<file path="config.mk">
export PLATFORM = sky130hd
export DESIGN_NAME = krt_datapath
export DESIGN_NICKNAME = d
export VERILOG_FILES = /design/src/krt_pkg.sv /design/src/krt_datapath.sv
export SDC_FILE = /design/constraint.sdc
export NUM_CORES = 2
export LEC_CHECK = 0
export ABC_AREA = 0
export BUFFER_PORTS_ARGS = -buffer_cell sky130_fd_sc_hd__buf_4
export CAP_MARGIN = 10
export CORE_ASPECT_RATIO = 1.75
export CORE_UTILIZATION = 40
export CTS_CLUSTER_SIZE = 14
export DETAILED_ROUTE_END_ITERATION = 10
export PLACE_DENSITY_LB_ADDON = 0.25
export SLEW_MARGIN = 15
export SYNTH_ARGS = -nofsm -noshare
export SYNTH_HDL_FRONTEND = slang
export SYNTH_SLANG_ARGS = --single-unit
</file>
<file path="constraint.sdc">
create_clock -name clk -period 14.6 [get_ports clk]
set_clock_uncertainty 0.15 [all_clocks]
set_input_delay 4.38 -clock clk [delete_from_list [all_inputs] [get_ports clk]]
set_output_delay 4.38 -clock clk [all_outputs]
set_load 0.1 [all_outputs]
</file>
<file path="src/krt_pkg.sv">
// Shared types and codes for the keyed rule table.
// No dependencies; imported by the top level, krt_datapath and krt_ctrl.
package krt_pkg;

  typedef enum logic [3:0] {
    OP_ADD      = 4'd0,
    OP_UPDATE   = 4'd1,
    OP_DELETE   = 4'd2,
    OP_ENABLE   = 4'd3,
    OP_FIND_KEY = 4'd4,
    OP_FIND_FP  = 4'd5,
    OP_READ     = 4'd6,
    OP_LIST     = 4'd7,
    OP_CLEAR    = 4'd8
  } op_t;

  typedef enum logic [2:0] {
    ST_OK       = 3'd0,
    ST_FULL     = 3'd1,
    ST_DUP      = 3'd2,
    ST_NOTFOUND = 3'd3,
    ST_RANGE    = 3'd4
  } st_t;

  typedef struct packed {
    logic [63:0] key;
    logic [63:0] fp;
    logic [7:0]  prio;
    logic [31:0] created;
    logic        en;
    logic [63:0] payload;
  } rule_t;

  typedef struct packed {
    logic [3:0] op;
    rule_t      rule;
    logic [3:0] slot;
  } item_t;

  typedef struct packed {
    st_t        status;
    rule_t      rule;
    logic [4:0] count;
    logic       last;
  } res_t;

  typedef enum logic [1:0] {P_HOLD, P_ZERO, P_INC} p_op_t;
  typedef enum logic [1:0] {Q_HOLD, Q_FROM_P, Q_INC} q_op_t;
  typedef enum logic [2:0] {RD_NONE, RD_P, RD_P1, RD_SLOT, RD_ORD} rd_src_t;
  typedef enum logic {SEL_P, SEL_Q} sel_t;
  typedef enum logic {OW_P, OW_A} ow_t;
  typedef enum logic {WA_CNT, WA_P} wa_t;
  typedef enum logic [1:0] {WD_ITEM, WD_HIT_EN, WD_RDATA} wd_t;
  typedef enum logic [1:0] {C_HOLD, C_INC, C_DEC, C_ZERO} c_op_t;
  typedef enum logic [2:0] {RS_ZERO, RS_ITEM, RS_HIT, RS_HIT_EN, RS_RDATA} rs_t;

  typedef struct packed {
    logic    load;
    p_op_t   p_op;
    q_op_t   q_op;
    rd_src_t rd_src;
    logic    om_re;
    sel_t    om_rsel;
    logic    om_we;
    sel_t    om_wsel;
    ow_t     om_wdat;
    logic    rm_we;
    wa_t     rm_waddr;
    wd_t     rm_wdat;
    logic    hit_load;
    logic    a_load;
    c_op_t   cnt_op;
    logic    res_load;
    rs_t     res_src;
    st_t     res_st;
    logic    res_last;
  } cmd_t;

  typedef struct packed {
    logic [3:0] op;
    logic       full;
    logic       p_ge;
    logic       p1_ge;
    logic       q_ge;
    logic       match;
    logic       swap;
    logic       slot_oor;
    logic       empty;
    logic       out_busy;
  } sts_t;

endpackage

</file>
<file path="src/krt_datapath.sv">
// Datapath: rule memory, sort-order memory, pointers, count and result register.
// Depends on krt_pkg; driven by commands from krt_ctrl.
module krt_datapath import krt_pkg::*; #(
  parameter int TABLE_DEPTH = 16
) (
  input  logic  clk,
  input  logic  rst,
  input  cmd_t  cmd,
  input  item_t item_in,
  input  logic  rsp_ready,
  output sts_t  sts,
  output logic  rsp_valid,
  output res_t  rsp_data
);

  localparam int IW = (TABLE_DEPTH > 1) ? $clog2(TABLE_DEPTH) : 1;
  localparam int CW = $clog2(TABLE_DEPTH + 1);

  rule_t          rmem [TABLE_DEPTH];
  logic [IW-1:0]  omem [TABLE_DEPTH];

  item_t          item;
  rule_t          rdata;
  rule_t          hit;
  logic [IW-1:0]  ord_q;
  logic [IW-1:0]  a_idx;
  logic [7:0]     a_prio;
  logic [31:0]    a_time;
  logic [CW-1:0]  cnt;
  logic [CW-1:0]  p;
  logic [CW-1:0]  q;
  logic           res_valid;
  res_t           res;

  logic [CW:0]    p1;
  logic [IW-1:0]  raddr;
  logic [IW-1:0]  om_raddr;
  logic [IW-1:0]  om_waddr;
  logic [IW-1:0]  om_wdata;
  logic [IW-1:0]  rm_waddr;
  rule_t          rm_wdata;
  rule_t          hit_en;
  rule_t          res_rule;
  logic [CW+3:0]  slot_x;
  logic [CW+4:0]  cnt_x;
  logic           use_fp;

  assign p1     = {1'b0, p} + {{CW{1'b0}}, 1'b1};
  assign slot_x = {{CW{1'b0}}, item.slot};
  assign cnt_x  = {5'b0, cnt};
  assign use_fp = (item.op == OP_ADD) || (item.op == OP_FIND_FP);

  always_comb begin
    hit_en    = hit;
    hit_en.en = item.rule.en;
  end

  always_comb begin
    case (cmd.rd_src)
      RD_P1:   raddr = p1[IW-1:0];
      RD_SLOT: raddr = slot_x[IW-1:0];
      RD_ORD:  raddr = ord_q;
      default: raddr = p[IW-1:0];
    endcase
    om_raddr = (cmd.om_rsel == SEL_Q) ? q[IW-1:0] : p[IW-1:0];
    om_waddr = (cmd.om_wsel == SEL_Q) ? q[IW-1:0] : p[IW-1:0];
    om_wdata = (cmd.om_wdat == OW_A) ? a_idx : p[IW-1:0];
    rm_waddr = (cmd.rm_waddr == WA_CNT) ? cnt[IW-1:0] : p[IW-1:0];
    case (cmd.rm_wdat)
      WD_HIT_EN: rm_wdata = hit_en;
      WD_RDATA:  rm_wdata = rdata;
      default:   rm_wdata = item.rule;
    endcase
    case (cmd.res_src)
      RS_ITEM:   res_rule = item.rule;
      RS_HIT:    res_rule = hit;
      RS_HIT_EN: res_rule = hit_en;
      RS_RDATA:  res_rule = rdata;
      default:   res_rule = '0;
    endcase
  end

  // memories
  always_ff @(posedge clk) begin
    if (cmd.rm_we) rmem[rm_waddr] <= rm_wdata;
    if (cmd.rd_src != RD_NONE) rdata <= rmem[raddr];
    if (cmd.om_we) omem[om_waddr] <= om_wdata;
    if (cmd.om_re) ord_q <= omem[om_raddr];
  end

  always_ff @(posedge clk) begin
    if (cmd.load) item <= item_in;
    if (cmd.hit_load) hit <= rdata;
    if (cmd.a_load) begin
      a_idx  <= ord_q;
      a_prio <= rdata.prio;
      a_time <= rdata.created;
    end
    if (cmd.res_load) begin
      res.status <= cmd.res_st;
      res.rule   <= res_rule;
      res.count  <= cnt_x[4:0];
      res.last   <= cmd.res_last;
    end
  end

  always_ff @(posedge clk) begin
    if (rst) begin
      cnt       <= '0;
      p         <= '0;
      q         <= '0;
      res_valid <= 1'b0;
    end else begin
      case (cmd.cnt_op)
        C_INC:   cnt <= cnt + 1'b1;
        C_DEC:   cnt <= cnt - 1'b1;
        C_ZERO:  cnt <= '0;
        default: cnt <= cnt;
      endcase
      case (cmd.p_op)
        P_ZERO:  p <= '0;
        P_INC:   p <= p1[CW-1:0];
        default: p <= p;
      endcase
      case (cmd.q_op)
        Q_FROM_P: q <= p1[CW-1:0];
        Q_INC:    q <= q + 1'b1;
        default:  q <= q;
      endcase
      if (cmd.res_load) res_valid <= 1'b1;
      else if (rsp_ready) res_valid <= 1'b0;
    end
  end

  always_comb begin
    sts.op       = item.op;
    sts.full     = (cnt >= CW'(TABLE_DEPTH));
    sts.p_ge     = (p >= cnt);
    sts.p1_ge    = (p1 >= {1'b0, cnt});
    sts.q_ge     = (q >= cnt);
    sts.match    = use_fp ? (rdata.fp == item.rule.fp) : (rdata.key == item.rule.key);
    sts.swap     = (rdata.prio > a_prio) ||
                   ((rdata.prio == a_prio) && (rdata.created > a_time));
    sts.slot_oor = ({1'b0, slot_x} >= cnt_x);
    sts.empty    = (cnt == '0);
    sts.out_busy = res_valid && !rsp_ready;
  end

  assign rsp_valid = res_valid;
  assign rsp_data  = res;

`ifndef SYNTHESIS
  a_cnt_bound: assert property (@(posedge clk) disable iff (rst)
    cnt <= CW'(TABLE_DEPTH))
    else $error("entry count beyond table depth");
  a_no_overwrite: assert property (@(posedge clk) disable iff (rst)
    cmd.res_load |-> (!res_valid || rsp_ready))
    else $error("result register overwritten before it was taken");
  a_add_room: assert property (@(posedge clk) disable iff (rst)
    (cmd.rm_we && cmd.rm_waddr == WA_CNT) |-> !sts.full)
    else $error("append into a full table");
  a_inc_after_append: assert property (@(posedge clk) disable iff (rst)
    (cmd.cnt_op == C_INC) |-> (cmd.rm_we && cmd.rm_waddr == WA_CNT))
    else $error("count raised without an append");
`endif

endmodule

</file>
==> results.md <==
| Step | Result | Reported |
| --- | --- | --- |
| clock tree | CTS sink count | 4805 |
| power | Total internal power | 0.0229 W |
| route | Per-cell routed wire length | 32.1 um |
| yosys | Fraction of the yosys area taken by sequential cells | 77.3% |
| critical path | Worst reg-to-reg path cell count | 9 |
| route | Vias | 103000 |
| route | Detail Route met3 WL | 45000 um |
| global routing | Number of global-route vias before repair | 103000 |
| critical path | Critical path type | in2out |
| route | Iter 0 DRT Violations | 13100 |
| global routing | Overflow left after global routing | 0 |
| yosys | YS warnings | 0 |
| route | Met1 layer wirelength in the final routing | 220000 um |
| critical path | Capturing element type of the critical path | output pin |
| final layout | Nets | 11200 |
| route | Routed vias/inst | 5.91 |
| sta | Max frequency | 0.105 GHz |
| critical path | Arrival time reported for the critical path endpoint | 4.98 ns |
| die | Number of rows created at floorplan | 331 |
| yosys | Syn Nets | 10500 |
| critical path | Register-to-register path setup slack | 8.24 ns |
| yosys | Most used flip-flop cell after synthesis | edfxtp_1 |
| final layout | Syn-to-layout area delta | 13.7% |
| die | Area of the placeable core | 464000 um2 |
| min path | Tightest Hold Check Type | reg2reg |
| critical path | Slowest stage delay, CP | 0.32 ns |
| critical path | Slowest-stage cell, CP | buf_4 |
| yosys | Post-synthesis cell count | 10200 |
| global routing | Global Route Usage Sum | 23.3% |
| clock tree | Setup bufs post-CTS | 0 |
| die | Die Span Y | 905 um |
| power | Power Total | 0.0308 W |
| route | Total routed wirelength | 558000 um |
| global routing | First-pass GRT wire length | 782000 um |
| sta | Final period util | 65.2% |
| power | Leak | 70.3 nW |
| power | Combinational share of power | 11.1% |
| die | Die area | 469000 um2 |
| sta | Setup Viol. Count Final | 0 |
| yosys | Top-area cell type share of the netlist area | 77.1% |
| yosys | Leading area contributor after synthesis | edfxtp_1 |
| critical path | Buffers & Inverters on Critical Path | 2 |
| route | Amount of wire on met2 after detailed routing | 271000 um |
| placed design | Final Wtd Congestion | 0.805 |
| job | MaxCap Viol Count | 0 |
| power | Switching Fraction | 25.6% |
| clock tree | Cells resized by post-CTS repair | 0 |
| critical path | Startpoint of the most critical register-to-register path | p[2] |
| critical path | Kind of cell adding the most delay to the critical path | buffers and inverters |
| status | Status | finished with violations |
| critical path | CP startpoint kind | input port |
| clock tree | Hold-fix buffer count after cts | 0 |
| route | Post-detailed-route count of antenna-violating nets | 0 |
| global routing | Largest net degree at the start of global routing | 169 |
| critical path | Critical path origin | rsp_ready |
| global routing | Number of antenna violations at the first check in global routing | 40 |
| critical path | Ordered list of cells on the worst path | buf_4, nor2b_1, buf_4 |
| yosys | Count leader, synth | edfxtp_1 |
| die | Die width | 518 um |
| placed design | Total placed cells including tap cells | 16600 |
| power | Switching power | 0.00789 W |
| critical path | Depth of the critical timing path with buffers and inverters included | 3 |
| route | First-pass iteration count of the detailed router | 8 |
| critical path | Largest fanout of any net on the critical path | 2 |
| placed design | Count of input and output buffers | 528 |
| route | Residual DRC | 198 |
| yosys | Avg Inst Size Synth | 18.3 um2 |
| clock tree | # H-tree levels | 5 |
| clock tree | TritonCTS clock tree | built |
| status | Violations in the final reports | design-rule violations |
| yosys | Number of flops mapped to enable cells by yosys | 4789 |
| critical path | Crit path top cell by count | buf_4 |
| route | Uppermost layer routed | met5 |
| clock tree | Clock transition at path regs | 0.06 ns |
| sta | Crit path time final | 9.51 ns |
| critical path | Crit path capture | sts[0] |
| sta | Max-slew headroom at the worst pin | 4.16% |
| power | Relative contribution of the clock network to total power | 35.2% |
| sta | Final hold viol count | 0 |
| yosys | Synthesized flop and latch total | 4805 |
| sta | Transition time at the pin with the least slew margin | 1.42 ns |
| clock tree | CTS max path bufs | 4 |
| placed design | Dpl hpwl | 302000 um |
| critical path | Destination of the worst register-to-register timing path | rdata[98] |
| yosys | Most frequent cells after synthesis | 4789 x edfxtp_1, 1182 x nand2_1, 717 x a22oi_1, 659 x mux4_2, 487 x o21ai_0 |
| final layout | Share of final-layout standard cells stronger than drive strength 1 | 20.2% |
| power | Relative contribution of sequential cells to total power | 53.7% |
| sta | RSZ-0062 raised after global routing | false |
| min path | Number of stages on the worst hold path | 0 |
| clock tree | Clock root buffer master | clkbuf_16 |
| critical path | Critical path required time | 10.07 ns |
| power | Worst vdd rail ir drop | 112 uV |
| power | Power density normalized to cell area | 145 nW/um2 |
| final layout | Post-route insts no fill | 17400 |
| yosys | Leading post-synthesis cells by cell area | edfxtp_1 77%, mux4_2 8.0%, a22oi_1 2.9% |
| yosys | Number of unique standard cell types used by synthesis | 63 |
| die | IO Pins | 529 |
| yosys | Ys async rst share | 0% |
| clock tree | Clk Latency, worst-skew pair | 1.00 ns |
| sta | Count of final max-slew check failures | 0 |
| clock tree | Num CTS Buffers | 433 |
| yosys | Netlist Area Pre-Place | 186000 um2 |
| die | Initial cell density of the core | 40.2% |
## layout make-up
cell class / count / area (um2)
Timing Repair Buffer: 934 / 7530
Fill cell: 39200 / 252000
Multi-Input combinational cell: 4660 / 39500
Clock inverter: 218 / 1660
Clock buffer: 546 / 11300
Inverter: 63 / 236
Sequential cell: 4805 / 144000
Antenna cell: 13 / 32.5
Tap cell: 6160 / 7710
## cell families after synthesis
family | Yosys count | synth area share [%]
flops | 4805 | 77.3
simple gates | 1800 | 4.02
xor+xnor | 135 | 0.634
mux | 963 | 9.59
compound gates | 1693 | 6.29
buf+inv | 699 | 1.71
fa+ha+maj | 69 | 0.467
## stage by stage
stage          hold slack, ns  TNS [ns]  utilization [%]  setup WS (ns)  area, um2
2_1_floorplan           0.276  -3438.56                -          -1.01     186000
3_3_place_gp            0.312         0             42.9           4.91     199000
3_5_place_dp            0.320         0             42.9           4.77     199000
4_1_cts                 0.328         0             45.6           5.09     212000
5_1_grt                 0.337         0             45.7           5.07     212000
6_report                0.330         0             45.7           5.09     212000
## worst register-to-register path, cell delays in order, from the launching register on
cell and delay [ns]:
dfxtp_1 0.79, nand3_1 0.26, xnor2_1 0.64, a221o_4 0.74, buf_4 0.77, buf_4 0.98
buf_4 0.92, mux4_2 0.45, a22oi_1 0.22, nand2_1 0.10
## power groups by stage
stage                     Combinational [W]  Clock (W)  Sequential (W)
after floorplan                     0.00172          0          0.0171
after global placement              0.00334          0          0.0168
after detailed placement            0.00341          0          0.0168
after CTS                           0.00342     0.0110          0.0165
after global routing                0.00362     0.0115          0.0166
final                               0.00342     0.0108          0.0165
## sequential cells by signal (all words and copies together) (netlist names)
| signal | count |
|---|---|
| a_idx | 4 |
| a_prio | 8 |
| a_time | 32 |
| cnt | 5 |
| hit | 233 |
| hit_en | 1 |
| item | 236 |
| omem | 64 |
| ord_q | 4 |
| p | 5 |
| q | 5 |
| rdata | 233 |
| rmem | 3728 |
| rsp_data | 242 |
| rsp_valid | 1 |
| sts | 4 |
## cells in the final DEF (no fill, tap or decap), types with 19 or more instances in the layout
master | Yosys | routed
buf_4 | 40 | 891
buf_12 | 0 | 39
o21ai_1 | 2 | 63
mux2i_1 | 302 | 301
nand2_1 | 1182 | 1182
nor2_4 | 0 | 19
clkbuf_1 | 336 | 110
xor2_1 | 106 | 106
nand4_1 | 22 | 22
ha_1 | 68 | 66
a21oi_1 | 178 | 178
nor2_1 | 154 | 136
nor4_1 | 26 | 25
mux4_2 | 659 | 659
a211oi_2 | 70 | 70
xnor2_1 | 29 | 29
edfxtp_1 | 4789 | 4789
a221o_1 | 147 | 146
nor3_1 | 51 | 49
clkinv_2 | 0 | 62
clkbuf_16 | 0 | 436
inv_1 | 63 | 63
clkinv_1 | 0 | 104
a22oi_1 | 717 | 717
o21ai_0 | 487 | 421
nand3_1 | 306 | 306
o22ai_1 | 36 | 36
## how the worst min path moves through the flow
stage                from  endpoint
4_1_cts        rdata[165]  hit[165]
2_1_floorplan    ord_q[3]  a_idx[3]
3_5_place_dp    rdata[25]   hit[25]
5_1_grt          ord_q[1]  a_idx[1]
6_report         ord_q[1]  a_idx[1]
3_3_place_gp    rdata[32]   hit[32]
## routing by layer
| layer | track usage [%] | up-vias |
|---|---|---|
| li1 | - | 42300 |
| met3 | 3.14 | 818 |
| met2 | 38.4 | 5067 |
| met1 | 31.5 | 54700 |
| met4 | 8.98 | 6 |
| met5 | 0 | - |
(Power assumes the default switching activity.)
