`src/krt_pkg.sv`:
```
// Shared types and codes for the keyed rule table.
// No dependencies; imported by the top level, krt_datapath and krt_ctrl.
package krt_pkg;

  typedef enum logic [3:0] {
    OP_ADD      = 4'd0,
    OP_UPDATE   = 4'd1,
    OP_DELETE   = 4'd2,
    OP_ENABLE   = 4'd3,
    OP_FIND_KEY = 4'd4,
    OP_FIND_FP  = 4'd5,
    OP_READ     = 4'd6,
    OP_LIST     = 4'd7,
    OP_CLEAR    = 4'd8
  } op_t;

  typedef enum logic [2:0] {
    ST_OK       = 3'd0,
    ST_FULL     = 3'd1,
    ST_DUP      = 3'd2,
    ST_NOTFOUND = 3'd3,
    ST_RANGE    = 3'd4
  } st_t;

  typedef struct packed {
    logic [63:0] key;
    logic [63:0] fp;
    logic [7:0]  prio;
    logic [31:0] created;
    logic        en;
    logic [63:0] payload;
  } rule_t;

  typedef struct packed {
    logic [3:0] op;
    rule_t      rule;
    logic [3:0] slot;
  } item_t;

  typedef struct packed {
    st_t        status;
    rule_t      rule;
    logic [4:0] count;
    logic       last;
  } res_t;

  typedef enum logic [1:0] {P_HOLD, P_ZERO, P_INC} p_op_t;
  typedef enum logic [1:0] {Q_HOLD, Q_FROM_P, Q_INC} q_op_t;
  typedef enum logic [2:0] {RD_NONE, RD_P, RD_P1, RD_SLOT, RD_ORD} rd_src_t;
  typedef enum logic {SEL_P, SEL_Q} sel_t;
  typedef enum logic {OW_P, OW_A} ow_t;
  typedef enum logic {WA_CNT, WA_P} wa_t;
  typedef enum logic [1:0] {WD_ITEM, WD_HIT_EN, WD_RDATA} wd_t;
  typedef enum logic [1:0] {C_HOLD, C_INC, C_DEC, C_ZERO} c_op_t;
  typedef enum logic [2:0] {RS_ZERO, RS_ITEM, RS_HIT, RS_HIT_EN, RS_RDATA} rs_t;

  typedef struct packed {
    logic    load;
    p_op_t   p_op;
    q_op_t   q_op;
    rd_src_t rd_src;
    logic    om_re;
    sel_t    om_rsel;
    logic    om_we;
    sel_t    om_wsel;
    ow_t     om_wdat;
    logic    rm_we;
    wa_t     rm_waddr;
    wd_t     rm_wdat;
    logic    hit_load;
    logic    a_load;
    c_op_t   cnt_op;
    logic    res_load;
    rs_t     res_src;
    st_t     res_st;
    logic    res_last;
  } cmd_t;

  typedef struct packed {
    logic [3:0] op;
    logic       full;
    logic       p_ge;
    logic       p1_ge;
    logic       q_ge;
    logic       match;
    logic       swap;
    logic       slot_oor;
    logic       empty;
    logic       out_busy;
  } sts_t;

endpackage

```
`src/krt_ctrl.sv`:
```
// Controller: sequences scans, shifts, the exchange sort and result words.
// Depends on krt_pkg; commands krt_datapath and reads its status.
module krt_ctrl import krt_pkg::*; (
  input  logic clk,
  input  logic rst,
  input  logic accept,
  input  sts_t sts,
  output logic ready,
  output cmd_t cmd
);

  typedef enum logic [4:0] {
    S_IDLE, S_DISPATCH, S_SCAN_CHK, S_SCAN_RD, S_SCAN_CMP, S_FOUND, S_ADD_WR,
    S_DEL_CHK, S_DEL_RD, S_DEL_WR, S_SLOT_RD, S_SLOT_W,
    S_INIT, S_LO_RD, S_LO_W, S_LA_W, S_LQ_CHK, S_LQ_RD, S_LQ_W, S_LQ_CMP,
    S_LE_RD, S_LE_W, S_LE_RW, S_EMIT
  } state_t;

  state_t state, state_next;
  st_t    pend_st, pend_st_next;
  rs_t    pend_src, pend_src_next;

  assign ready = (state == S_IDLE) && !rst;

  always_comb begin
    cmd           = '0;
    cmd.load      = accept;
    state_next    = state;
    pend_st_next  = pend_st;
    pend_src_next = pend_src;
    unique case (state)
      S_IDLE: if (accept) state_next = S_DISPATCH;
      S_DISPATCH: begin
        cmd.p_op      = P_ZERO;
        pend_st_next  = ST_OK;
        pend_src_next = RS_ZERO;
        state_next    = S_EMIT;
        case (sts.op)
          OP_ADD: begin
            if (sts.full) pend_st_next = ST_FULL;
            else state_next = S_SCAN_CHK;
          end
          OP_UPDATE, OP_DELETE, OP_ENABLE, OP_FIND_KEY, OP_FIND_FP:
            state_next = S_SCAN_CHK;
          OP_READ: begin
            if (sts.slot_oor) pend_st_next = ST_RANGE;
            else state_next = S_SLOT_RD;
          end
          OP_LIST: begin
            if (sts.empty) pend_st_next = ST_NOTFOUND;
            else state_next = S_INIT;
          end
          OP_CLEAR: cmd.cnt_op = C_ZERO;
          default: ;
        endcase
      end
      S_SCAN_CHK: begin
        if (sts.p_ge) begin
          pend_src_next = RS_ZERO;
          pend_st_next  = ST_NOTFOUND;
          state_next    = (sts.op == OP_ADD) ? S_ADD_WR : S_EMIT;
        end else begin
          state_next = S_SCAN_RD;
        end
      end
      S_SCAN_RD: begin
        cmd.rd_src = RD_P;
        state_next = S_SCAN_CMP;
      end
      S_SCAN_CMP: begin
        if (sts.match) begin
          cmd.hit_load = 1'b1;
          state_next   = S_FOUND;
        end else begin
          cmd.p_op   = P_INC;
          state_next = S_SCAN_CHK;
        end
      end
      S_FOUND: begin
        pend_st_next  = ST_OK;
        pend_src_next = RS_HIT;
        state_next    = S_EMIT;
        case (sts.op)
          OP_ADD: pend_st_next = ST_DUP;
          OP_UPDATE: begin
            cmd.rm_we     = 1'b1;
            cmd.rm_waddr  = WA_P;
            cmd.rm_wdat   = WD_ITEM;
            pend_src_next = RS_ITEM;
          end
          OP_ENABLE: begin
            cmd.rm_we     = 1'b1;
            cmd.rm_waddr  = WA_P;
            cmd.rm_wdat   = WD_HIT_EN;
            pend_src_next = RS_HIT_EN;
          end
          OP_DELETE: state_next = S_DEL_CHK;
          default: ;
        endcase
      end
      S_ADD_WR: begin
        cmd.rm_we     = 1'b1;
        cmd.rm_waddr  = WA_CNT;
        cmd.rm_wdat   = WD_ITEM;
        cmd.cnt_op    = C_INC;
        pend_st_next  = ST_OK;
        pend_src_next = RS_ITEM;
        state_next    = S_EMIT;
      end
      // close the gap one entry at a time
      S_DEL_CHK: begin
        if (sts.p1_ge) begin
          cmd.cnt_op = C_DEC;
          state_next = S_EMIT;
        end else begin
          state_next = S_DEL_RD;
        end
      end
      S_DEL_RD: begin
        cmd.rd_src = RD_P1;
        state_next = S_DEL_WR;
      end
      S_DEL_WR: begin
        cmd.rm_we    = 1'b1;
        cmd.rm_waddr = WA_P;
        cmd.rm_wdat  = WD_RDATA;
        cmd.p_op     = P_INC;
        state_next   = S_DEL_CHK;
      end
      S_SLOT_RD: begin
        cmd.rd_src = RD_SLOT;
        state_next = S_SLOT_W;
      end
      S_SLOT_W: begin
        pend_src_next = RS_RDATA;
        state_next    = S_EMIT;
      end
      S_INIT: begin
        if (sts.p_ge) begin
          cmd.p_op   = P_ZERO;
          state_next = S_LO_RD;
        end else begin
          cmd.om_we   = 1'b1;
          cmd.om_wsel = SEL_P;
          cmd.om_wdat = OW_P;
          cmd.p_op    = P_INC;
        end
      end
      // outer pass: candidate for position p is held in the a registers
      S_LO_RD: begin
        cmd.om_re   = 1'b1;
        cmd.om_rsel = SEL_P;
        state_next  = S_LO_W;
      end
      S_LO_W: begin
        cmd.rd_src = RD_ORD;
        state_next = S_LA_W;
      end
      S_LA_W: begin
        cmd.a_load = 1'b1;
        cmd.q_op   = Q_FROM_P;
        state_next = S_LQ_CHK;
      end
      S_LQ_CHK: begin
        if (sts.q_ge) begin
          cmd.om_we   = 1'b1;
          cmd.om_wsel = SEL_P;
          cmd.om_wdat = OW_A;
          if (sts.p1_ge) begin
            cmd.p_op   = P_ZERO;
            state_next = S_LE_RD;
          end else begin
            cmd.p_op   = P_INC;
            state_next = S_LO_RD;
          end
        end else begin
          state_next = S_LQ_RD;
        end
      end
      S_LQ_RD: begin
        cmd.om_re   = 1'b1;
        cmd.om_rsel = SEL_Q;
        state_next  = S_LQ_W;
      end
      S_LQ_W: begin
        cmd.rd_src = RD_ORD;
        state_next = S_LQ_CMP;
      end
      S_LQ_CMP: begin
        if (sts.swap) begin
          cmd.om_we   = 1'b1;
          cmd.om_wsel = SEL_Q;
          cmd.om_wdat = OW_A;
          cmd.a_load  = 1'b1;
        end
        cmd.q_op   = Q_INC;
        state_next = S_LQ_CHK;
      end
      S_LE_RD: begin
        cmd.om_re   = 1'b1;
        cmd.om_rsel = SEL_P;
        state_next  = S_LE_W;
      end
      S_LE_W: begin
        cmd.rd_src = RD_ORD;
        state_next = S_LE_RW;
      end
      S_LE_RW: begin
        if (!sts.out_busy) begin
          cmd.res_load = 1'b1;
          cmd.res_src  = RS_RDATA;
          cmd.res_st   = ST_OK;
          cmd.res_last = sts.p1_ge;
          cmd.p_op     = P_INC;
          state_next   = sts.p1_ge ? S_IDLE : S_LE_RD;
        end
      end
      S_EMIT: begin
        if (!sts.out_busy) begin
          cmd.res_load = 1'b1;
          cmd.res_src  = pend_src;
          cmd.res_st   = pend_st;
          cmd.res_last = 1'b1;
          state_next   = S_IDLE;
        end
      end
      default: state_next = S_IDLE;
    endcase
  end

  always_ff @(posedge clk) begin
    if (rst) begin
      state    <= S_IDLE;
      pend_st  <= ST_OK;
      pend_src <= RS_ZERO;
    end else begin
      state    <= state_next;
      pend_st  <= pend_st_next;
      pend_src <= pend_src_next;
    end
  end

`ifndef SYNTHESIS
  a_accept_idle: assert property (@(posedge clk) disable iff (rst)
    accept |=> (state == S_DISPATCH))
    else $error("accepted word not dispatched");
  a_emit_then_idle: assert property (@(posedge clk) disable iff (rst)
    (cmd.res_load && cmd.res_last) |=> (state == S_IDLE))
    else $error("final result not followed by idle");
  a_single_write: assert property (@(posedge clk) disable iff (rst)
    !(cmd.rm_we && cmd.om_we))
    else $error("rule and order memories written together");
`endif

endmodule
```
`config.mk`:
```
export PLATFORM = sky130hd
export DESIGN_NAME = krt_ctrl
export DESIGN_NICKNAME = d
export VERILOG_FILES = /design/src/krt_pkg.sv /design/src/krt_ctrl.sv
export SDC_FILE = /design/constraint.sdc
export NUM_CORES = 1
export LEC_CHECK = 0
export BUFFER_PORTS_ARGS = -buffer_cell sky130_fd_sc_hd__buf_2
export CAP_MARGIN = 40
export CORE_MARGIN = 1
export CORE_UTILIZATION = 51
export CTS_CLUSTER_DIAMETER = 120
export DETAILED_ROUTE_END_ITERATION = 10
export PLACE_DENSITY = 0.8
export SETUP_SLACK_MARGIN = 0.4
export SKIP_LAST_GASP = 1
export SYNTH_ARGS = -nofsm -noshare
export SYNTH_HDL_FRONTEND = slang
export SYNTH_SLANG_ARGS = --single-unit
```
`constraint.sdc`:
```
create_clock -name clk -period 1.65 [get_ports clk]
set_input_delay 0.165 -clock clk [delete_from_list [all_inputs] [get_ports clk]]
set_output_delay 0.165 -clock clk [all_outputs]
set_load 0.005 [all_outputs]
```
==> results of run 1 <==
-- kinds of logic after synthesis --
| group | synth area share [%] |
|---|---|
| fa+ha+maj | 0.692 |
| compound gates | 31.0 |
| buf+inv | 11.0 |
| simple gates | 40.8 |
| xor+xnor | 0.606 |
| mux | 0.692 |
| flops | 15.2 |
-- metrics by stage --
stage / worst slack (ns) / instances
2_1_floorplan: 0.242 / 222
4_1_cts: -0.0848 / 345
3_5_place_dp: -0.0186 / 311
3_3_place_gp: -0.0180 / 311
-- synth_stat cells, types with 2 or more instances --
cell       number  area share (%)
a31oi_1         5             2.2
nor4_1          5             2.2
nor3_1         15             5.2
o22ai_1         3             1.3
or2_2           2            0.86
nand2_1        32             8.3
a221oi_1        3             1.8
nand4_1         4             1.7
clkbuf_1        4             1.0
nand3_1         8             2.8
o2bb2ai_1       4             2.4
a211oi_1        2             1.0
nand3b_1        2             1.0
buf_4           3             1.6
buf_6           3             2.3
and2_1          4             1.7
a32o_1          2             1.4
nor2_1         16             4.2
and3b_1         2             1.2
nor2b_1         6             2.6
nand2b_1        7             3.0
o21ai_0        11             3.8
dfxtp_1        11              15
a21boi_0        2             1.0
buf_2          10             3.5
inv_1          10             2.6
a21oi_1        17             5.9
-- repair_timing --
item                                    4_1_cts
pin swaps                                    30
setup buffers                                30
endpoints found under the setup margin       40
resized for setup                            91
==> impl_metrics.toml, run 1 <==
[place]
port-buffer-count = 45
hpwlAfterDp_microns = 3830
gp_congestion = 0.951
placed_cell_area_sq_um = 1910

[cts]
clock_path_buffers = 2
clkSinkCount = 11
cts_buffers = 3
hold_buffers = 0
h-tree-depth = 1
clockRootBuffer = "clkbuf_4"

[synthesis]
async_reset_ff_share_pct = 0
syn_avg_cell_area_sq_um = 6.52
syn-num-nets = 238
syn_inst = 222
yosysUniqueCellTypes = 56
synth_flop_cell = "dfxtp_1"
synth-edff-count = 0
yosysWarningCount = 0
netlist_area_sq_um = 1450
ys_seq_elements = 11
ys_seq_area_share_pct = 15.2

[sta]
grt_worst_setup_endpoint = "cmd[9]"
worst_endpoint_kind = "output port"

[floorplan]
rows = 18
die_h_microns = 55.3
ios = 46
start_util_pct = 56.3
fp.dieW_microns = 55.3

[outcome]
stop_error = "[ERROR DPL-0038] Utilization greater than 100%, impossible to legalize"
status = "aborted with a tool error"
lastStage = "global routing"

[grt]
grt_max_degree = 26
==> run 2, diff against run 1 <==
--- a/config.mk
+++ b/config.mk
@@ -8,11 +8,9 @@
 export BUFFER_PORTS_ARGS = -buffer_cell sky130_fd_sc_hd__buf_2
 export CAP_MARGIN = 40
 export CORE_MARGIN = 1
-export CORE_UTILIZATION = 51
-export CTS_CLUSTER_DIAMETER = 120
+export CORE_UTILIZATION = 40
 export DETAILED_ROUTE_END_ITERATION = 10
-export PLACE_DENSITY = 0.8
-export SETUP_SLACK_MARGIN = 0.4
+export PLACE_DENSITY_LB_ADDON = 0.15
 export SKIP_LAST_GASP = 1
 export SYNTH_ARGS = -nofsm -noshare
 export SYNTH_HDL_FRONTEND = slang
==> impl_metrics.toml, run 2 <==
[outcome]
status = "finished, violations left"
violations = "negative setup slack"

[cts]
h-tree-depth = 1
clk_pin_slew_ns = 0.09
hold_buffers = 0
clock_path_buffers = 2
cts_buffers = 3
clkSinkCount = 11
worstSkewPairLatency_ns = 0.29
cts_tree = "built"
clockRootBuffer = "clkbuf_4"

[synthesis]
synth_common_cells = "nand2_1 (32), a21oi_1 (17), nor2_1 (16)"
async_reset_ff_share_pct = 0
syn_avg_cell_area_sq_um = 6.52
syn-num-nets = 238
synth-edff-count = 0
yosys-top-cells-area = "dfxtp_1 (15%), nand2_1 (8.3%), a21oi_1 (5.9%), nor3_1 (5.2%), nor2_1 (4.2%)"
syn_inst = 222
synth_compound_area_share_pct = 31.0
synthAdderAreaFrac_pct = 0.692
ys_seq_area_share_pct = 15.2
yosysWarningCount = 0
netlist_area_sq_um = 1450
synth_top_family_by_area = "simple AND/OR/NAND/NOR gates"
yosysTopAreaCellShare_pct = 15.2
synth_most_common_cell = "nand2_1"
muxShareOfSynthArea_pct = 0.692
synth_flop_cell = "dfxtp_1"
ys_seq_elements = 11
yosysUniqueCellTypes = 56
synth_top_area_cell = "dfxtp_1"
synthXorXnorAreaFrac_pct = 0.606
synth-simple-area-share_pct = 40.8

[floorplan]
die-area_sq_um = 3860
core_sq_um = 3390
rows = 21
die_h_microns = 62.1
start_util_pct = 42.7
fp.dieW_microns = 62.1
ios = 46

[grt]
first_global_vias = 1857
grt_use_total_pct = 29.5
grt_max_degree = 16
grt_overflow = 0
grt_pass1_wl_microns = 9080
antenna_found_initial = 0

[power]
p_int_uw = 1460
pwr-share-clk_pct = 8.2
p_sw_uw = 1250
power.share.sequential_pct = 15.2
power_density_nw_per_um2 = 1150
pwr-share-comb_pct = 76.6
swShare_pct = 46.2
power.leakage_uw = 0.00106
peakVddDrop_uv = 755
power_uw = 2710

[worst_setup_path]
worstPathRequired_ns = 1.48
worstReg2RegStart = "state[1]"
worstSetupEndpointType = "output pin"
r2r_cells = 7
critPathKind = "register to output pin"
reg2reg_slack_ns = -0.05
arrival_ns = 1.60
start_kind = "register"
critPathMaxFanout = 11
reg2reg_to = "state[3]"

[place]
hpwlAfterDp_microns = 3990
port-buffer-count = 45
gp_congestion = 0.936
placed_cell_area_sq_um = 1920

[sta]
relSlewSlack_pct = 66.3
drv_slew = 0
setup_ws_ns = -0.117
finalSetupViolations = 14
rsz0062_at_grt = "yes"
worst_pin_slew_ns = 0.501
fmax_mhz = 566
hold_violations = 0
fin_crit_sh_pct = 107
period_minus_slack_ns = 1.77
finClkSkew_ns = 0.00271

[cells_and_area]
area_delta_synth_final_pct = 62.9
regMostFlops = "state"
mostFrequentLayoutCell = "buf_4"
antenna_cells = 0
largestRegisters = "state: 5 flops, pend_src: 3 flops, pend_st: 3 flops"
final_cell_area_sq_um = 2360
drive_gt1_share_pct = 46.9
largest_reg_flops = 5
fin_util_pct = 69.5
layout.nets = 324
final_cell_mix = "buf_4 (47), buf_2 (44), nand2_1 (31), a21oi_1 (17), nor2_1 (14)"
fill_cells = 285

[run]
cap_violations = 0

[route]
drc = 0
antenna_left = 0
drt_iter0_markers = 233
avgViaCountPerCell = 6.12
wl_per_cell_microns = 17.2
wl_microns = 6070
num_vias = 2162
dr.pass1.iters = 5

[min_path]
worst_hold_path.endpoint = "pend_src[2]"
holdPathStages = 2
hp-class = "input pin to register"
hold_start = "rst"
## run 2: layer usage
layer  GRT usage [%]  share of wire [%]  wire [microns]
met3            6.99                 10             623
met2            44.5                 45            2710
met1            41.6                 42            2530
met5               0                  0               0
met4            7.85                3.3             200
## run 2: critical path, cell delays in order (launching register included)
cell and delay (ns):
dfxtp_4 0.38, buf_12 0.15, or4_4 0.55, nand4_1 0.10, buf_2 0.12
## run 2: worst max-delay path by stage
| stage | start | endpoint | slack (ns) | cells after the start |
|---|---|---|---|---|
| floorplan | state[1] | cmd[6] | 0.19 | 6 |
| global placement | state[1] | state[0] | -0.04 | 6 |
| detailed placement | state[4] | state[0] | -0.05 | 5 |
| CTS | state[2] | cmd[10] | -0.08 | 6 |
| global route | state[2] | cmd[27] | -0.14 | 5 |
| finish | state[1] | cmd[27] | -0.12 | 4 |
## run 2: power by group through the flow
stage | clock network, uW | registers (uW) | logic [uW]
floorplan | 0 | 357 | 981
global placement | 0 | 390 | 1490
detailed placement | 0 | 392 | 1480
CTS | 211 | 408 | 1720
global route | 236 | 421 | 2200
finish | 222 | 412 | 2070
## run 2: area by class of cell
cell class,count,area (sq um),share of cell area [%]
Multi-Input combinational cell,181,1240,52.7
Tap cell,46,57.6,2.44
Inverter,10,40.0,1.70
Timing Repair Buffer,101,754,32.0
Sequential cell,11,236,10.0
Clock buffer,4,26.3,1.12
## run 2: through the flow
stage	std cells	worst slack (ns)	setup TNS (ns)	hold slack, ns
2_1_floorplan	222	0.189	0	0.329
3_3_place_gp	331	-0.0370	-0.0708	0.441
3_5_place_dp	331	-0.0531	-0.0753	0.449
4_1_cts	342	-0.0783	-0.439	0.221
5_1_grt	353	-0.142	-1.78	0.222
6_report	353	-0.117	-0.718	0.213
## run 2: cell families after synthesis
logic type                 count (synthesis)
AOI/OAI and AO/OA                         65
xor gates and xnor gates                   1
adders and majority gates                  1
buffers and inverters                     30
DFF                                       11
muxes                                      1
and+or+nand+nor                          113
## run 2: repair_timing
| item | in CTS | in global routing |
|---|---|---|
| pin swaps | 3 | 9 |
| setup buffers | 5 | 11 |
| resized for setup | 30 | 28 |
| cloned | 2 | 0 |
| setup endpoints to repair | 27 | 26 |
(Power assumes the default switching activity.)
==> run 3, diff against run 2 <==
--- a/config.mk
+++ b/config.mk
@@ -11,6 +11,7 @@
 export CORE_UTILIZATION = 40
 export DETAILED_ROUTE_END_ITERATION = 10
 export PLACE_DENSITY_LB_ADDON = 0.15
+export SKIP_CTS_REPAIR_TIMING = 1
 export SKIP_LAST_GASP = 1
 export SYNTH_ARGS = -nofsm -noshare
 export SYNTH_HDL_FRONTEND = slang
==> impl_metrics.toml, run 3 (same netlist as run 2, synthesis figures left out) <==
[cells_and_area]
fin_util_pct = 72.2
fill_cells = 276
area_delta_synth_final_pct = 69.2
drive_gt1_share_pct = 48.4
final_cell_area_sq_um = 2450
mostFrequentLayoutCell = "buf_4"
largest_reg_flops = 5
antenna_cells = 0
regMostFlops = "state"
largestRegisters = "state: 5 flops, pend_src: 3 flops, pend_st: 3 flops"
layout.nets = 331
final_cell_mix = "buf_4 (51), buf_2 (44), nand2_1 (30), a21oi_1 (17), nor2_1 (14)"

[sta]
finClkSkew_ns = 0.00655
period_minus_slack_ns = 1.79
rsz0062_at_grt = "yes"
setup_ws_ns = -0.135
relSlewSlack_pct = 70.1
finalSetupViolations = 16
fin_crit_sh_pct = 108
hold_violations = 0
fmax_mhz = 560
whs_ns = 0.223
worst_pin_slew_ns = 0.444
drv_slew = 0

[route]
wl_microns = 6410
drt_iter0_markers = 238
num_vias = 2190
dr.pass1.iters = 5
antenna_left = 0
wl_per_cell_microns = 17.8
drc = 0
avgViaCountPerCell = 6.08

[worst_setup_path]
critical_path_buf_inv_count = 2
worstSetupEndpointType = "output pin"
arrival_ns = 1.62
critPathMaxFanout = 6
start_kind = "register"
critPathKind = "register to output pin"
cp_cell_sequence = "clkbuf_16 > or4_4 > nand4_1 > buf_2"
critical_path.top_delay_family = "simple AND/OR/NAND/NOR gates"
worst_path_max_delay_cell = "or4_4"
worstPathRequired_ns = 1.48
worstReg2RegStart = "state[1]"
crit_start = "state[1]"
slowest_delay_ns = 0.55

[floorplan]
core_sq_um = 3390
start_util_pct = 42.7
ios = 46
rows = 21
die_h_microns = 62.1
fp.dieW_microns = 62.1
die-area_sq_um = 3860

[power]
power_uw = 2840
power_density_nw_per_um2 = 1160
power.leakage_uw = 0.00109
peakVddDrop_uv = 626

[grt]
first_global_vias = 1757
grt_overflow = 0
antenna_found_initial = 0
grt_max_degree = 25
grt_pass1_wl_microns = 8450
grt_use_total_pct = 27.2

[min_path]
hp-class = "input pin to register"
hold_start = "rst"

[cts]
cts_buffers = 3
clockRootBuffer = "clkbuf_4"
worstSkewPairLatency_ns = 0.29
cts_tree = "built"
h-tree-depth = 1
clock_path_buffers = 2
clkSinkCount = 11
clk_pin_slew_ns = 0.10

[outcome]
status = "finished, violations left"
violations = "negative setup slack"

[place]
placed_cell_area_sq_um = 1920
hpwlAfterDp_microns = 3990
gp_congestion = 0.936
port-buffer-count = 45

[run]
cap_violations = 0
run 3: layout make-up:
type | instances | area, sq um | share of cell area (%)
inverter | 10 | 41.3 | 1.69
multi-input combinational | 181 | 1250 | 51.3
tap | 46 | 57.6 | 2.35
clock buffer | 4 | 26.3 | 1.07
sequential | 11 | 236 | 9.66
timing repair buffer | 108 | 831 | 33.9
run 3: path summary, 6_finish.rpt:
kind	endpoint	slack, ns	cells after the start
worst max-delay path	cmd[27]	-0.14	4
worst max register to register	state[2]	-0.01	6
worst min-delay path	pend_src[2]	0.22	2
worst min register to register	pend_src[1]	0.46	2
run 3: power breakdown:
part,switching [uW],internal (uW)
registers,80.8,346
logic,1110,1080
clock network,126,94.0
run 3: per-stage QoR:
| stage | setup slack, ns | setup TNS, ns | std cells |
|---|---|---|---|
| after floorplan | 0.189 | 0 | 222 |
| after global placement | -0.0370 | -0.0708 | 331 |
| after detailed placement | -0.0531 | -0.0753 | 331 |
| after CTS | -0.241 | -3.42 | 335 |
| after global routing | -0.200 | -2.17 | 360 |
| final | -0.135 | -0.754 | 360 |
run 3: routing by layer:
layer	vias to the layer above	part of all wire, %	global-route usage, %
li1	1005	-	-
met3	20	7.9	4.96
met4	0	2.6	4.65
met2	118	45	41.8
met5	-	0	0
met1	1047	44	39.6
